### config.mk
export PLATFORM = sky130hd
export DESIGN_NAME = load_cell_adc_reader_flat
export DESIGN_NICKNAME = d
export VERILOG_FILES = /design/src/rtl/lcar_pkg.sv /design/src/rtl/lcar_if.sv /design/src/rtl/lcar_readout.sv /design/src/rtl/lcar_arith.sv /design/src/rtl/load_cell_adc_reader.sv /design/src/flat_wrapper.sv
export SDC_FILE = /design/constraint.sdc
export NUM_CORES = 2
export LEC_CHECK = 0
export ABC_AREA = 1
export BUFFER_PORTS_ARGS = -buffer_cell sky130_fd_sc_hd__buf_2
export CORE_UTILIZATION = 50
export CTS_CLUSTER_DIAMETER = 50
export CTS_CLUSTER_SIZE = 30
export DETAILED_ROUTE_END_ITERATION = 10
export GPL_TIMING_DRIVEN = 0
export PLACE_DENSITY = 0.66
export SETUP_SLACK_MARGIN = 0.15
export SKIP_CTS_REPAIR_TIMING = 1
export SYNTH_ARGS = -nofsm -noshare
export SYNTH_HDL_FRONTEND = slang
export SYNTH_SLANG_ARGS = --single-unit
### constraint.sdc
create_clock -name clk -period 9.8 [get_ports clk]
set_input_delay 0.98 -clock clk [delete_from_list [all_inputs] [get_ports clk]]
set_output_delay 0.98 -clock clk [all_outputs]
set_load 0.02 [all_outputs]
### src/rtl/lcar_pkg.sv
// ----------------------------------------------------------------------------
// Load cell reader package
// Field widths, codes, reset values and shared types of the load cell reader.
// ----------------------------------------------------------------------------
package lcar_pkg;

  // Default sample format.
  localparam int SAMPLE_BITS_DEF  = 24;
  localparam int EXTRA_PULSES_DEF = 1;

  // Field widths.
  localparam int KIND_W     = 2;
  localparam int SAMPLES_W  = 8;
  localparam int SCALE_W    = 32;
  localparam int TIMEOUT_W  = 20;
  localparam int UNITS_W    = 48;
  localparam int CFG_IDX_W  = 2;
  localparam int CFG_DATA_W = 32;

  // Input item kinds.
  localparam logic [KIND_W-1:0] KIND_TICK = 2'd0;
  localparam logic [KIND_W-1:0] KIND_READ = 2'd1;
  localparam logic [KIND_W-1:0] KIND_TARE = 2'd2;

  // Configuration register indexes.
  localparam logic [CFG_IDX_W-1:0] CFG_SCALE   = 2'd0;
  localparam logic [CFG_IDX_W-1:0] CFG_TIMEOUT = 2'd1;

  // Register reset values.
  localparam logic signed [SCALE_W-1:0] SCALE_RESET   = 32'sd65536;
  localparam logic [TIMEOUT_W-1:0]      TIMEOUT_RESET = 20'd100;

  // Status of one readout step, as it stands after the step.
  typedef struct packed {
    logic sck;
    logic busy;
    logic done;
    logic ok;
    logic calc_start;
  } readout_status_t;

endpackage

### src/rtl/lcar_if.sv
// ----------------------------------------------------------------------------
// Load cell reader channels
// Valid/ready channels for tick and request items, results and configuration.
// ----------------------------------------------------------------------------
interface lcar_in_if;
  import lcar_pkg::*;
  logic                 valid;
  logic                 ready;
  logic [KIND_W-1:0]    kind;
  logic [SAMPLES_W-1:0] samples;
  logic                 dout_level;

  modport source (output valid, kind, samples, dout_level, input ready);
  modport sink   (input valid, kind, samples, dout_level, output ready);
endinterface

interface lcar_out_if;
  import lcar_pkg::*;
  logic                      valid;
  logic                      ready;
  logic                      sck_level;
  logic                      busy_res;
  logic                      done_res;
  logic                      ok;
  logic signed [UNITS_W-1:0] units;
  logic                      have_value;

  modport source (output valid, sck_level, busy_res, done_res, ok, units, have_value,
                  input ready);
  modport sink   (input valid, sck_level, busy_res, done_res, ok, units, have_value,
                  output ready);
endinterface

interface lcar_cfg_if;
  import lcar_pkg::*;
  logic                  valid;
  logic                  ready;
  logic [CFG_IDX_W-1:0]  index;
  logic [CFG_DATA_W-1:0] data;

  modport source (output valid, index, data, input ready);
  modport sink   (input valid, index, data, output ready);
endinterface

### src/rtl/lcar_readout.sv
// ----------------------------------------------------------------------------
// Load cell reader serial readout
// Pin sequencer: waits for data ready, clocks the sample in and sums samples.
// ----------------------------------------------------------------------------
module lcar_readout #(
  parameter int  SAMPLE_BITS  = lcar_pkg::SAMPLE_BITS_DEF,
  parameter int  EXTRA_PULSES = lcar_pkg::EXTRA_PULSES_DEF,
  localparam int SumW         = SAMPLE_BITS + lcar_pkg::SAMPLES_W
) (
  input  logic                              clk,
  input  logic                              rst_n,
  input  logic                              step_i,
  input  logic [lcar_pkg::KIND_W-1:0]       kind_i,
  input  logic [lcar_pkg::SAMPLES_W-1:0]    samples_i,
  input  logic                              dout_i,
  input  logic [lcar_pkg::TIMEOUT_W-1:0]    timeout_i,
  output lcar_pkg::readout_status_t         status_o,
  output logic signed [SumW-1:0]            sum_o,
  output logic [lcar_pkg::SAMPLES_W-1:0]    count_o,
  output logic                              tare_o
);
  import lcar_pkg::*;

  localparam int TotalPulses = SAMPLE_BITS + EXTRA_PULSES;
  localparam int PulseW      = $clog2(TotalPulses + 1);

  typedef enum logic [3:0] {
    PH_IDLE = 4'b0001,
    PH_WAIT = 4'b0010,
    PH_HIGH = 4'b0100,
    PH_LOW  = 4'b1000
  } phase_t;

  phase_t                  phase_r, phase_nxt;
  logic [PulseW-1:0]       pulse_r, pulse_nxt;
  logic [SAMPLE_BITS-1:0]  shift_r, shift_nxt;
  logic signed [SumW-1:0]  sum_r, sum_nxt;
  logic [SAMPLES_W-1:0]    taken_r, taken_nxt;
  logic [SAMPLES_W-1:0]    wanted_r, wanted_nxt;
  logic [TIMEOUT_W-1:0]    wait_r, wait_nxt;
  logic                    tare_r, tare_nxt;
  logic                    clock_r, clock_nxt;
  logic                    check_next;
  logic                    finish;
  logic signed [SumW-1:0]  sample_ext;

  // Sign-extended sample from the shift register.
  assign sample_ext = {{SAMPLES_W{shift_r[SAMPLE_BITS-1]}}, shift_r};

  // Next state for one tick or request item.
  always_comb begin
    phase_nxt  = phase_r;
    pulse_nxt  = pulse_r;
    shift_nxt  = shift_r;
    sum_nxt    = sum_r;
    taken_nxt  = taken_r;
    wanted_nxt = wanted_r;
    wait_nxt   = wait_r;
    tare_nxt   = tare_r;
    clock_nxt  = clock_r;
    check_next = 1'b0;
    finish     = 1'b0;
    case (kind_i)
      KIND_READ, KIND_TARE: begin
        if (phase_r == PH_IDLE) begin
          wanted_nxt = (samples_i != '0) ? samples_i : SAMPLES_W'(1);
          taken_nxt  = '0;
          sum_nxt    = '0;
          wait_nxt   = '0;
          tare_nxt   = (kind_i == KIND_TARE);
          phase_nxt  = PH_WAIT;
        end
      end
      KIND_TICK: begin
        case (phase_r)
          PH_WAIT: begin
            if (!dout_i) begin
              pulse_nxt = '0;
              shift_nxt = '0;
              clock_nxt = 1'b1;
              phase_nxt = PH_HIGH;
            end else begin
              wait_nxt = wait_r + 1'b1;
              if (wait_nxt >= timeout_i) begin
                // A tare counts a missing sample as zero; a read stops here.
                if (tare_r) begin
                  taken_nxt  = taken_r + 1'b1;
                  check_next = 1'b1;
                end else begin
                  finish = 1'b1;
                end
              end
            end
          end
          PH_HIGH: begin
            if (pulse_r < PulseW'(SAMPLE_BITS)) begin
              shift_nxt = {shift_r[SAMPLE_BITS-2:0], dout_i};
            end
            pulse_nxt = pulse_r + 1'b1;
            clock_nxt = 1'b0;
            phase_nxt = PH_LOW;
          end
          PH_LOW: begin
            if (pulse_r < PulseW'(TotalPulses)) begin
              clock_nxt = 1'b1;
              phase_nxt = PH_HIGH;
            end else begin
              sum_nxt    = sum_r + sample_ext;
              taken_nxt  = taken_r + 1'b1;
              check_next = 1'b1;
            end
          end
          default: ;
        endcase
      end
      default: ;
    endcase

    // After a sample is counted, wait for the next one or end the request.
    if (check_next) begin
      if (taken_nxt >= wanted_r) begin
        finish = 1'b1;
      end else begin
        phase_nxt = PH_WAIT;
        wait_nxt  = '0;
      end
    end
    if (finish) begin
      phase_nxt = PH_IDLE;
      clock_nxt = 1'b0;
    end
  end

  // Status as it stands after this item.
  always_comb begin
    status_o.sck        = clock_nxt;
    status_o.busy       = (phase_nxt != PH_IDLE);
    status_o.done       = finish;
    status_o.ok         = finish && (taken_nxt != '0);
    status_o.calc_start = finish && (taken_nxt != '0);
  end

  // State registers, advanced once per accepted item.
  always_ff @(posedge clk) begin
    if (!rst_n) begin
      phase_r  <= PH_IDLE;
      pulse_r  <= '0;
      shift_r  <= '0;
      sum_r    <= '0;
      taken_r  <= '0;
      wanted_r <= '0;
      wait_r   <= '0;
      tare_r   <= 1'b0;
      clock_r  <= 1'b0;
    end else if (step_i) begin
      phase_r  <= phase_nxt;
      pulse_r  <= pulse_nxt;
      shift_r  <= shift_nxt;
      sum_r    <= sum_nxt;
      taken_r  <= taken_nxt;
      wanted_r <= wanted_nxt;
      wait_r   <= wait_nxt;
      tare_r   <= tare_nxt;
      clock_r  <= clock_nxt;
    end
  end

  assign sum_o   = sum_r;
  assign count_o = taken_r;
  assign tare_o  = tare_r;

endmodule

### src/rtl/lcar_arith.sv
// ----------------------------------------------------------------------------
// Load cell reader arithmetic
// Averages the sum with a shift-subtract divider, then applies offset and
// scale with saturation. Holds the zero offset and the last good weight.
// ----------------------------------------------------------------------------
module lcar_arith #(
  parameter int  SAMPLE_BITS = lcar_pkg::SAMPLE_BITS_DEF,
  localparam int SumW        = SAMPLE_BITS + lcar_pkg::SAMPLES_W
) (
  input  logic                                clk,
  input  logic                                rst_n,
  input  logic                                start_i,
  input  logic signed [SumW-1:0]              sum_i,
  input  logic [lcar_pkg::SAMPLES_W-1:0]      count_i,
  input  logic                                tare_i,
  input  logic signed [lcar_pkg::SCALE_W-1:0] scale_i,
  output logic                                done_o,
  output logic signed [lcar_pkg::UNITS_W-1:0] units_o,
  output logic                                have_o
);
  import lcar_pkg::*;

  localparam int CntW  = $clog2(SumW);
  localparam int DiffW = SAMPLE_BITS + 1;
  localparam int ProdW = DiffW + SCALE_W;

  typedef enum logic [4:0] {
    A_IDLE = 5'b00001,
    A_DIV  = 5'b00010,
    A_AVG  = 5'b00100,
    A_MUL  = 5'b01000,
    A_SAT  = 5'b10000
  } astate_t;

  astate_t                        state_r;
  logic [CntW-1:0]                cnt_r;
  logic [SAMPLES_W-1:0]           rem_r;
  logic [SumW-1:0]                quo_r;
  logic [SAMPLES_W-1:0]           count_r;
  logic                           neg_r;
  logic                           tare_r;
  logic signed [SAMPLE_BITS-1:0]  avg_r;
  logic signed [SAMPLE_BITS-1:0]  offset_r;
  logic signed [ProdW-1:0]        prod_r;
  logic signed [UNITS_W-1:0]      units_r;
  logic                           have_r;

  logic [SumW-1:0]                sum_mag;
  logic [SAMPLES_W:0]             rem_sh;
  logic                           fits;
  logic [SAMPLES_W:0]             rem_diff;
  logic signed [DiffW-1:0]        diff;
  logic [ProdW-UNITS_W:0]         prod_top;
  logic signed [UNITS_W-1:0]      sat_val;

  assign sum_mag = sum_i[SumW-1] ? SumW'(-sum_i) : SumW'(sum_i);

  // One restoring divide step: shift in the next dividend bit, try subtract.
  assign rem_sh   = {rem_r, quo_r[SumW-1]};
  assign rem_diff = rem_sh - {1'b0, count_r};
  assign fits     = (rem_sh >= {1'b0, count_r});

  // Offset-corrected average.
  assign diff = {avg_r[SAMPLE_BITS-1], avg_r} - {offset_r[SAMPLE_BITS-1], offset_r};

  // Saturate the product to the result range.
  assign prod_top = prod_r[ProdW-1:UNITS_W-1];
  always_comb begin
    if ((prod_top == '0) || (prod_top == '1)) begin
      sat_val = prod_r[UNITS_W-1:0];
    end else if (prod_r[ProdW-1]) begin
      sat_val = {1'b1, {(UNITS_W-1){1'b0}}};
    end else begin
      sat_val = {1'b0, {(UNITS_W-1){1'b1}}};
    end
  end

  // Sequencer control.
  always_ff @(posedge clk) begin
    if (!rst_n) begin
      state_r  <= A_IDLE;
      offset_r <= '0;
      units_r  <= '0;
      have_r   <= 1'b0;
    end else begin
      case (state_r)
        A_IDLE: begin
          if (start_i) begin
            state_r <= A_DIV;
          end
        end
        A_DIV: begin
          if (cnt_r == '0) begin
            state_r <= A_AVG;
          end
        end
        A_AVG: begin
          state_r <= A_MUL;
        end
        A_MUL: begin
          if (tare_r) begin
            offset_r <= avg_r;
            state_r  <= A_IDLE;
          end else begin
            state_r <= A_SAT;
          end
        end
        A_SAT: begin
          units_r <= sat_val;
          have_r  <= 1'b1;
          state_r <= A_IDLE;
        end
        default: state_r <= A_IDLE;
      endcase
    end
  end

  // Datapath registers.
  always_ff @(posedge clk) begin
    case (state_r)
      A_IDLE: begin
        if (start_i) begin
          quo_r   <= sum_mag;
          rem_r   <= '0;
          cnt_r   <= CntW'(SumW - 1);
          count_r <= count_i;
          neg_r   <= sum_i[SumW-1];
          tare_r  <= tare_i;
        end
      end
      A_DIV: begin
        rem_r <= fits ? rem_diff[SAMPLES_W-1:0] : rem_sh[SAMPLES_W-1:0];
        quo_r <= {quo_r[SumW-2:0], fits};
        cnt_r <= cnt_r - 1'b1;
      end
      A_AVG: begin
        // Truncation toward zero: divide magnitudes, then restore the sign.
        avg_r <= neg_r ? SAMPLE_BITS'(-quo_r[SAMPLE_BITS-1:0]) : quo_r[SAMPLE_BITS-1:0];
      end
      A_MUL: begin
        prod_r <= diff * scale_i;
      end
      default: ;
    endcase
  end

  assign done_o  = ((state_r == A_MUL) && tare_r) || (state_r == A_SAT);
  assign units_o = units_r;
  assign have_o  = have_r;

endmodule

### src/rtl/load_cell_adc_reader.sv
// ----------------------------------------------------------------------------
// Load cell converter reader
// Serial readout of a bridge converter with averaging, tare and scaling.
// ----------------------------------------------------------------------------
// Every input item gives exactly one result transaction. A tick or request
// that does not end a request with samples has its result ready in the
// output register on the next cycle. The item that ends a request with at
// least one sample starts the shared arithmetic sequencer: a one-bit-per-cycle
// restoring divider over SAMPLE_BITS+8 bits, then the sign fix, the offset
// multiply and the saturation. A tare skips the saturation. The input is not
// ready meanwhile. The units and have_value fields show the last good weight
// held in the arithmetic unit. Configuration writes are taken in any cycle
// out of reset and must only be issued when the block is idle.
module load_cell_adc_reader #(
  parameter int SAMPLE_BITS  = lcar_pkg::SAMPLE_BITS_DEF,
  parameter int EXTRA_PULSES = lcar_pkg::EXTRA_PULSES_DEF
) (
  input logic       clk,
  input logic       rst_n,
  lcar_in_if.sink   in_ch,
  lcar_out_if.source out_ch,
  lcar_cfg_if.sink  cfg_ch
);
  import lcar_pkg::*;

  localparam int SumW = SAMPLE_BITS + SAMPLES_W;

  logic signed [SCALE_W-1:0] scale_r;
  logic [TIMEOUT_W-1:0]      timeout_r;
  logic                      accept;
  logic                      pending_r;
  logic                      start_r;
  logic                      out_valid_r;
  readout_status_t           status;
  readout_status_t           hold_r;
  logic signed [SumW-1:0]    sum;
  logic [SAMPLES_W-1:0]      count;
  logic                      tare;
  logic                      calc_done;
  logic signed [UNITS_W-1:0] units;
  logic                      have;

  // Input handshake: out of reset, free output slot and no calculation in flight.
  assign in_ch.ready = rst_n && !pending_r && (!out_valid_r || out_ch.ready);
  assign accept      = in_ch.valid && in_ch.ready;

  // Configuration registers.
  assign cfg_ch.ready = rst_n;
  always_ff @(posedge clk) begin
    if (!rst_n) begin
      scale_r   <= SCALE_RESET;
      timeout_r <= TIMEOUT_RESET;
    end else if (cfg_ch.valid && cfg_ch.ready) begin
      case (cfg_ch.index)
        CFG_SCALE:   scale_r   <= cfg_ch.data[SCALE_W-1:0];
        CFG_TIMEOUT: timeout_r <= cfg_ch.data[TIMEOUT_W-1:0];
        default: ;
      endcase
    end
  end

  lcar_readout #(
    .SAMPLE_BITS  (SAMPLE_BITS),
    .EXTRA_PULSES (EXTRA_PULSES)
  ) u_readout (
    .clk       (clk),
    .rst_n     (rst_n),
    .step_i    (accept),
    .kind_i    (in_ch.kind),
    .samples_i (in_ch.samples),
    .dout_i    (in_ch.dout_level),
    .timeout_i (timeout_r),
    .status_o  (status),
    .sum_o     (sum),
    .count_o   (count),
    .tare_o    (tare)
  );

  lcar_arith #(
    .SAMPLE_BITS (SAMPLE_BITS)
  ) u_arith (
    .clk     (clk),
    .rst_n   (rst_n),
    .start_i (start_r),
    .sum_i   (sum),
    .count_i (count),
    .tare_i  (tare),
    .scale_i (scale_r),
    .done_o  (calc_done),
    .units_o (units),
    .have_o  (have)
  );

  // Output register; a finishing request waits for the arithmetic.
  always_ff @(posedge clk) begin
    if (!rst_n) begin
      out_valid_r <= 1'b0;
      pending_r   <= 1'b0;
      start_r     <= 1'b0;
    end else begin
      start_r <= accept && status.calc_start;
      if (accept) begin
        out_valid_r <= !status.calc_start;
        pending_r   <= status.calc_start;
      end else if (pending_r && calc_done) begin
        out_valid_r <= 1'b1;
        pending_r   <= 1'b0;
      end else if (out_ch.ready) begin
        out_valid_r <= 1'b0;
      end
    end
  end

  always_ff @(posedge clk) begin
    if (accept) begin
      hold_r <= status;
    end
  end

  assign out_ch.valid      = out_valid_r;
  assign out_ch.sck_level  = hold_r.sck;
  assign out_ch.busy_res   = hold_r.busy;
  assign out_ch.done_res   = hold_r.done;
  assign out_ch.ok         = hold_r.ok;
  assign out_ch.units      = units;
  assign out_ch.have_value = have;

endmodule

### src/flat_wrapper.sv
// flat-port wrapper written by rule: the top's interface ports become plain ports
module load_cell_adc_reader_flat import lcar_pkg::*;
#(
  parameter int SAMPLE_BITS  = lcar_pkg::SAMPLE_BITS_DEF,
  parameter int EXTRA_PULSES = lcar_pkg::EXTRA_PULSES_DEF
)
  (clk, rst_n, in_ch_valid, in_ch_kind, in_ch_samples, in_ch_dout_level, in_ch_ready, out_ch_valid, out_ch_sck_level, out_ch_busy_res, out_ch_done_res, out_ch_ok, out_ch_units, out_ch_have_value, out_ch_ready, cfg_ch_valid, cfg_ch_index, cfg_ch_data, cfg_ch_ready);
  lcar_in_if in_ch_i ();
  lcar_out_if out_ch_i ();
  lcar_cfg_if cfg_ch_i ();
  input logic clk;
  input logic rst_n;
  input wire logic [$bits(in_ch_i.valid)-1:0] in_ch_valid;
  input wire logic [$bits(in_ch_i.kind)-1:0] in_ch_kind;
  input wire logic [$bits(in_ch_i.samples)-1:0] in_ch_samples;
  input wire logic [$bits(in_ch_i.dout_level)-1:0] in_ch_dout_level;
  output wire logic [$bits(in_ch_i.ready)-1:0] in_ch_ready;
  output wire logic [$bits(out_ch_i.valid)-1:0] out_ch_valid;
  output wire logic [$bits(out_ch_i.sck_level)-1:0] out_ch_sck_level;
  output wire logic [$bits(out_ch_i.busy_res)-1:0] out_ch_busy_res;
  output wire logic [$bits(out_ch_i.done_res)-1:0] out_ch_done_res;
  output wire logic [$bits(out_ch_i.ok)-1:0] out_ch_ok;
  output wire logic [$bits(out_ch_i.units)-1:0] out_ch_units;
  output wire logic [$bits(out_ch_i.have_value)-1:0] out_ch_have_value;
  input wire logic [$bits(out_ch_i.ready)-1:0] out_ch_ready;
  input wire logic [$bits(cfg_ch_i.valid)-1:0] cfg_ch_valid;
  input wire logic [$bits(cfg_ch_i.index)-1:0] cfg_ch_index;
  input wire logic [$bits(cfg_ch_i.data)-1:0] cfg_ch_data;
  output wire logic [$bits(cfg_ch_i.ready)-1:0] cfg_ch_ready;
  assign in_ch_i.valid = in_ch_valid;
  assign in_ch_i.kind = in_ch_kind;
  assign in_ch_i.samples = in_ch_samples;
  assign in_ch_i.dout_level = in_ch_dout_level;
  assign in_ch_ready = in_ch_i.ready;
  assign out_ch_valid = out_ch_i.valid;
  assign out_ch_sck_level = out_ch_i.sck_level;
  assign out_ch_busy_res = out_ch_i.busy_res;
  assign out_ch_done_res = out_ch_i.done_res;
  assign out_ch_ok = out_ch_i.ok;
  assign out_ch_units = out_ch_i.units;
  assign out_ch_have_value = out_ch_i.have_value;
  assign out_ch_i.ready = out_ch_ready;
  assign cfg_ch_i.valid = cfg_ch_valid;
  assign cfg_ch_i.index = cfg_ch_index;
  assign cfg_ch_i.data = cfg_ch_data;
  assign cfg_ch_ready = cfg_ch_i.ready;
  load_cell_adc_reader #(.SAMPLE_BITS(SAMPLE_BITS), .EXTRA_PULSES(EXTRA_PULSES)) u_core (.clk(clk), .rst_n(rst_n), .in_ch(in_ch_i), .out_ch(out_ch_i), .cfg_ch(cfg_ch_i));
endmodule
# == Word level (Yosys, flattened, before mapping) ==
# Index checks and enable logic that the tools add are counted.
# totals
input_bits,50
ff_bits,376
# classes
mul,1
n_addsub,9
mux,69
eq_ne,21
magnitude_cmp,5
reduce_logical,36
# op_table
operator,n
32-bit two-way mux,5
32-bit one-hot mux with 2 select lines,2
20-bit two-way mux,5
48-bit two-way mux,2
24-bit two-way mux,3
8-bit two-way mux,8
25-bit by 32-bit multiplier with 57-bit output,1
24-bit one-hot mux with 2 select lines,1
8-bit one-hot mux with 2 select lines,3
20-bit one-hot mux with 2 select lines,1
32-bit by 24-bit adder with 32-bit output,1
32-bit negator,1
5-bit two-way mux,5
24-bit by 24-bit subtractor with 25-bit output,1
4-bit two-way mux,6
24-bit negator,1
1-bit two-way mux,21
"20-bit by 1-bit adder with 20-bit output, second input constant",1
20-bit greater-or-equal comparator,1
5-bit one-hot mux with 2 select lines,2
5-bit one-hot mux with 4 select lines,1
8-bit nonzero test,2
"2-bit inequality test, second input constant",6
4-bit one-hot mux with 3 select lines,1
other kinds (37),60

# == Longest topological paths before layout ==
# logic_depth
depth_word,12
ltp_mapped,41
mapped_depth_nobuf,40

# == Hierarchy ==
# From an unflattened synthesis, not the netlist that was laid out.
# hier_totals
cells_unflattened,6544
area_unflattened_um2,50800.0
# modules_own_cells
module,cells_per_inst,area_per_inst_um2,instances
lcar_arith,5050,40878.0,1
lcar_readout,1236,7837.5,1
load_cell_adc_reader,258,2084.5,1

# == Worst setup path before layout ==
# OpenSTA, ideal clock, no wires.
# synth_path
path_kind,register to register
start,reg u_core.u_arith.avg_r[0]
end,reg u_core.u_arith.prod_r[56] (data pin)
path_buffers,1
arrival_ns,7.330
path_stages_with_launch,32
required_time_ns,9.547
setup_slack_ns,2.218
cell_sequence,edfxtp_1 inv_1 ha_1 fa_1 xnor2_1 inv_2 buf_1 nor2_1 fa_1 fa_1 inv_1 fa_1 inv_1 fa_1 fa_1 fa_1 inv_1 fa_1 inv_1 ha_1 nand2_1 nor2_1 inv_1 nor2_1 and3_1 nand3_1 nand3_1 a21o_1 a21o_1 nand2_1 nand4_1 nand2_1
# synth_via
elab_chain_len,2
# synth_lines
element,line_no,rtl
"start, declared",lcar_arith.sv:42,logic signed [SAMPLE_BITS-1:0] avg_r;
"start signal, assigned",lcar_arith.sv:138,avg_r <= neg_r ? SAMPLE_BITS'(-quo_r[SAMPLE_BITS-1:0]) : quo_r[SAMPLE_BITS-1:0];
24-bit by 24-bit subtractor with 25-bit output,lcar_arith.sv:64,"assign diff = {avg_r[SAMPLE_BITS-1], avg_r} - {offset_r[SAMPLE_BITS-1], offset_r};"
25-bit by 32-bit multiplier with 57-bit output,lcar_arith.sv:141,prod_r <= diff * scale_i;
"end signal, assigned",lcar_arith.sv:141,
"end, declared",lcar_arith.sv:44,logic signed [ProdW-1:0] prod_r;
# Every way passes these cells.
# A chain may end at the register's enable or synchronous reset.

# == Worst setup path after layout ==
# layout_path
start,reg u_core.u_arith.avg_r[2]
end,reg u_core.u_arith.prod_r[56] (data pin)
# The elaborated chain is that of the path after synthesis.

==> flow_metrics.tcl <==
set metrics [dict create \
    final_util 0.553 \
    power.density_nw_per_um2 211 \
    period_share 0.961 \
    gp_congestion 1.02 \
    area_growth_pct 8.97 \
    fmax_mhz 106 \
    yosysMostFrequentCell "inv_1" \
    postRouteAntennaNets 0 \
    vias 39500 \
    grt_pass1_vias 40900 \
    numCtsBuffers 52 \
    syn_avg_cell_area_sq_um 8.37 \
    cts-root-buf "clkbuf_16" \
    grt_remaining_overflow 0 \
    critPathKind "reg2reg" \
    startpoint_type "flop" \
    crit_slowest_cell "fa_2" \
    grt_antenna_before_repair 1 \
    cts_tree "done" \
    cts_sinks 376 \
    yosysSeqAreaShare 0.187 \
    detail_route.wl_per_cell_um 22.3 \
    worst_slew_pin_slew_ns 1.20 \
    ys_types 67 \
    relSlewSlack 0.198 \
    grtUsageTotal 0.335 \
    dr.pass1.iters 7 \
    design.core.area_sq_um 94000 \
    clk_pin_slew_ns 0.05 \
    cellInternalPower_mw 5.41 \
    dp_slack_ns -1.04 \
    routed_wl_um 160000 \
    arrival_ns 9.80 \
    seqPwrFrac 0.173 \
    finalSetupViolations 0 \
    synth_cells 5707 \
    port_buffers 105 \
    cp_slowest_stage_delay_ns 0.73 \
    drv_cap 0 \
    crit_family "adder cells" \
    syn_area_sq_um 47800 \
    crit_buf_inv 9 \
    sw_frac_of_total 0.507 \
    rsz0062_at_grt "true" \
    drcViolationCount 0 \
    cp.required_ns 10.18 \
    grt_pass1_wl_um 244000 \
    maxSlewViolCount 0 \
    ir_drop_uv 246 \
    synth_flop_cell "dfxtp_1" \
    vias_per_cell 5.51 \
    rows 112 \
    fin_nets 7000 \
    combPwrFrac 0.640 \
    synthArstFlopShare 0 \
    path_max_fanout 10 \
    netlist.area_leader.share 0.345 \
    top_level_ports 106 \
    start_util 0.508 \
    fp.dieH_um 311 \
    synthTopCellsByCount "inv_1 (1,153), nand2_1 (892), fa_1 (822)" \
    worstSkewPairLatency_ns 0.68 \
    synth_seq_cells 376 \
    htreeDepth 2 \
    layout_min_cycle_time_ns 9.42 \
    synth-warning-count 0 \
    synth_edf_count 140 \
    p_sw_mw 5.56 \
    die_width_um 311 \
    first_iter_violations 3483 \
    dieArea_sq_um 96800 \
    finalWorstSetupSlack_ns 0.380 \
    endpoint_kind "flop" \
    yosysTopAreaCell "fa_1" \
    dpl.hpwl_um 134000 \
    power.total_mw 11.0 \
    timing.critical_path.mode_cell "inv_1" \
    grt_max_degree 46 \
    pwr-share-clk 0.188 \
    power_leakage_nw 25.2 \
    hold_viol 0 \
    status "finished, final reports clean" \
    regToRegSetupSlack_ns 0.38 \
    synthTopCellsByArea "fa_1 (34%), dfxtp_1 (9.9%), inv_1 (9.1%)" \
    fin_skew_ns 0.0543 \
    cts_buffer_depth 3 \
    layout-drive-gt1-share 0.0730 \
    min_path_type "reg2reg" \
    synth_nets 6834 \
]
[sequential cells by signal, indices dropped and copies added, names as in the netlist, 4 cells and up]
register                   cells
u_core.u_readout.pulse_r       5
u_core.u_readout.count_o       8
u_core.u_readout.wait_r       20
u_core.u_arith.rem_r           8
u_core.u_readout.sum_o        32
u_core.u_arith.quo_r          32
u_core.u_readout.shift_r      24
u_core.timeout_r              20
u_core.u_arith.state_r         5
u_core.u_arith.units_o        48
u_core.u_arith.avg_r          24
u_core.u_arith.cnt_r           5
u_core.u_arith.offset_r       24
u_core.u_arith.count_r         8
u_core.u_readout.wanted_r      8
u_core.u_arith.prod_r         57
u_core.u_readout.phase_r       4
u_core.scale_r                32
[power by group through the flow]
stage	combinational, mW	clock, mW	sequential, mW
global placement	6.86	0	1.93
detailed placement	6.89	0	1.93
CTS	6.93	2.10	1.90
finish	7.02	2.06	1.90
floorplan	4.34	0	1.93
global route	7.59	2.15	1.90
[kinds of logic after synthesis]
group,count (synthesis),share of synthesized area
DFF,376,0.187
and+or+nand+nor,1838,0.163
AOI/OAI and AO/OA,853,0.0983
buffers and inverters,1427,0.115
adders and majority gates,1077,0.411
xor gates and xnor gates,136,0.0249
[layout make-up]
class / instances / area [sq um]
tap: 1254 / 1570
timing repair buffer: 112 / 607
multi-input combinational: 3904 / 33500
antenna: 1 / 2.50
fill: 8915 / 42000
buffer: 244 / 1090
clock inverter: 40 / 552
clock buffer: 58 / 1390
inverter: 1183 / 4440
sequential: 376 / 8930
[path summary, 6_finish.rpt]
| path | from | endpoint | cells after the start |
|---|---|---|---|
| max | u_core.u_arith.avg_r[2]$_DFFE_PP_ | u_core.u_arith.prod_r[56]$_DFFE_PN_ | 33 |
| min | u_core.u_arith.offset_r[2]$_SDFFE_PN0P_ | u_core.u_arith.offset_r[2]$_SDFFE_PN0P_ | 2 |
| max reg2reg | u_core.u_arith.avg_r[2]$_DFFE_PP_ | u_core.u_arith.prod_r[56]$_DFFE_PN_ | 33 |
| min reg2reg | u_core.u_arith.offset_r[2]$_SDFFE_PN0P_ | u_core.u_arith.offset_r[2]$_SDFFE_PN0P_ | 2 |
[worst reg2reg max path: cells and delay by family, from the launching register on]
kind	cells	cell delay [ns]
AOI/OAI and AO/OA	8	1.79
xor gates and xnor gates	1	0.17
adders and majority gates	9	4.62
buffers and inverters	9	1.54
DFF	1	0.39
and+or+nand+nor	6	0.66
[layout by cell type, fill, tap and decap left out, drive strengths merged, types with 3 or more instances in the layout]
cell and instances:
a211oi 8, edfxtp 140, or2 43, bufinv 3, nor3b 3, and3 4
clkbuf 238, o31ai 9, o21a 8, fa 822, nand3b 3, inv 1190
o211ai 15, dfxtp 236, clkinv 30, o22ai 8, nand3 302, ha 255
nor2 481, a31oi 33, xnor2 38, nand2 904, xor2 98, nor3 42
a21o 19, a21boi 12, o21bai 12, o21ai 307, o221ai 6, nand4 37
buf 176, a21oi 407, a2111oi 4, nor4 16
[per-stage QoR]
| stage | cell area, sq um | hold slack, ns | cells | TNS [ns] |
|---|---|---|---|---|
| global route | 52000 | 0.472 | 7171 | 0 |
| CTS | 51900 | 0.458 | 7169 | -7.69 |
| detailed placement | 49900 | 0.450 | 7071 | -7.50 |
| floorplan | 47800 | 0.421 | 5707 | 0 |
| finish | 52000 | 0.453 | 7172 | 0 |
| global placement | 49900 | 0.444 | 7066 | -6.06 |
[layer usage]
metal | wire length [um] | vias to the layer above | track usage
met5 | 0 | - | 0
met1 | 62300 | 19500 | 0.415
li1 | - | 18000 | -
met4 | 11300 | 0 | 0.199
met3 | 12800 | 408 | 0.0680
met2 | 73800 | 1608 | 0.544
Note: power is estimated with default switching activity, not from simulation.
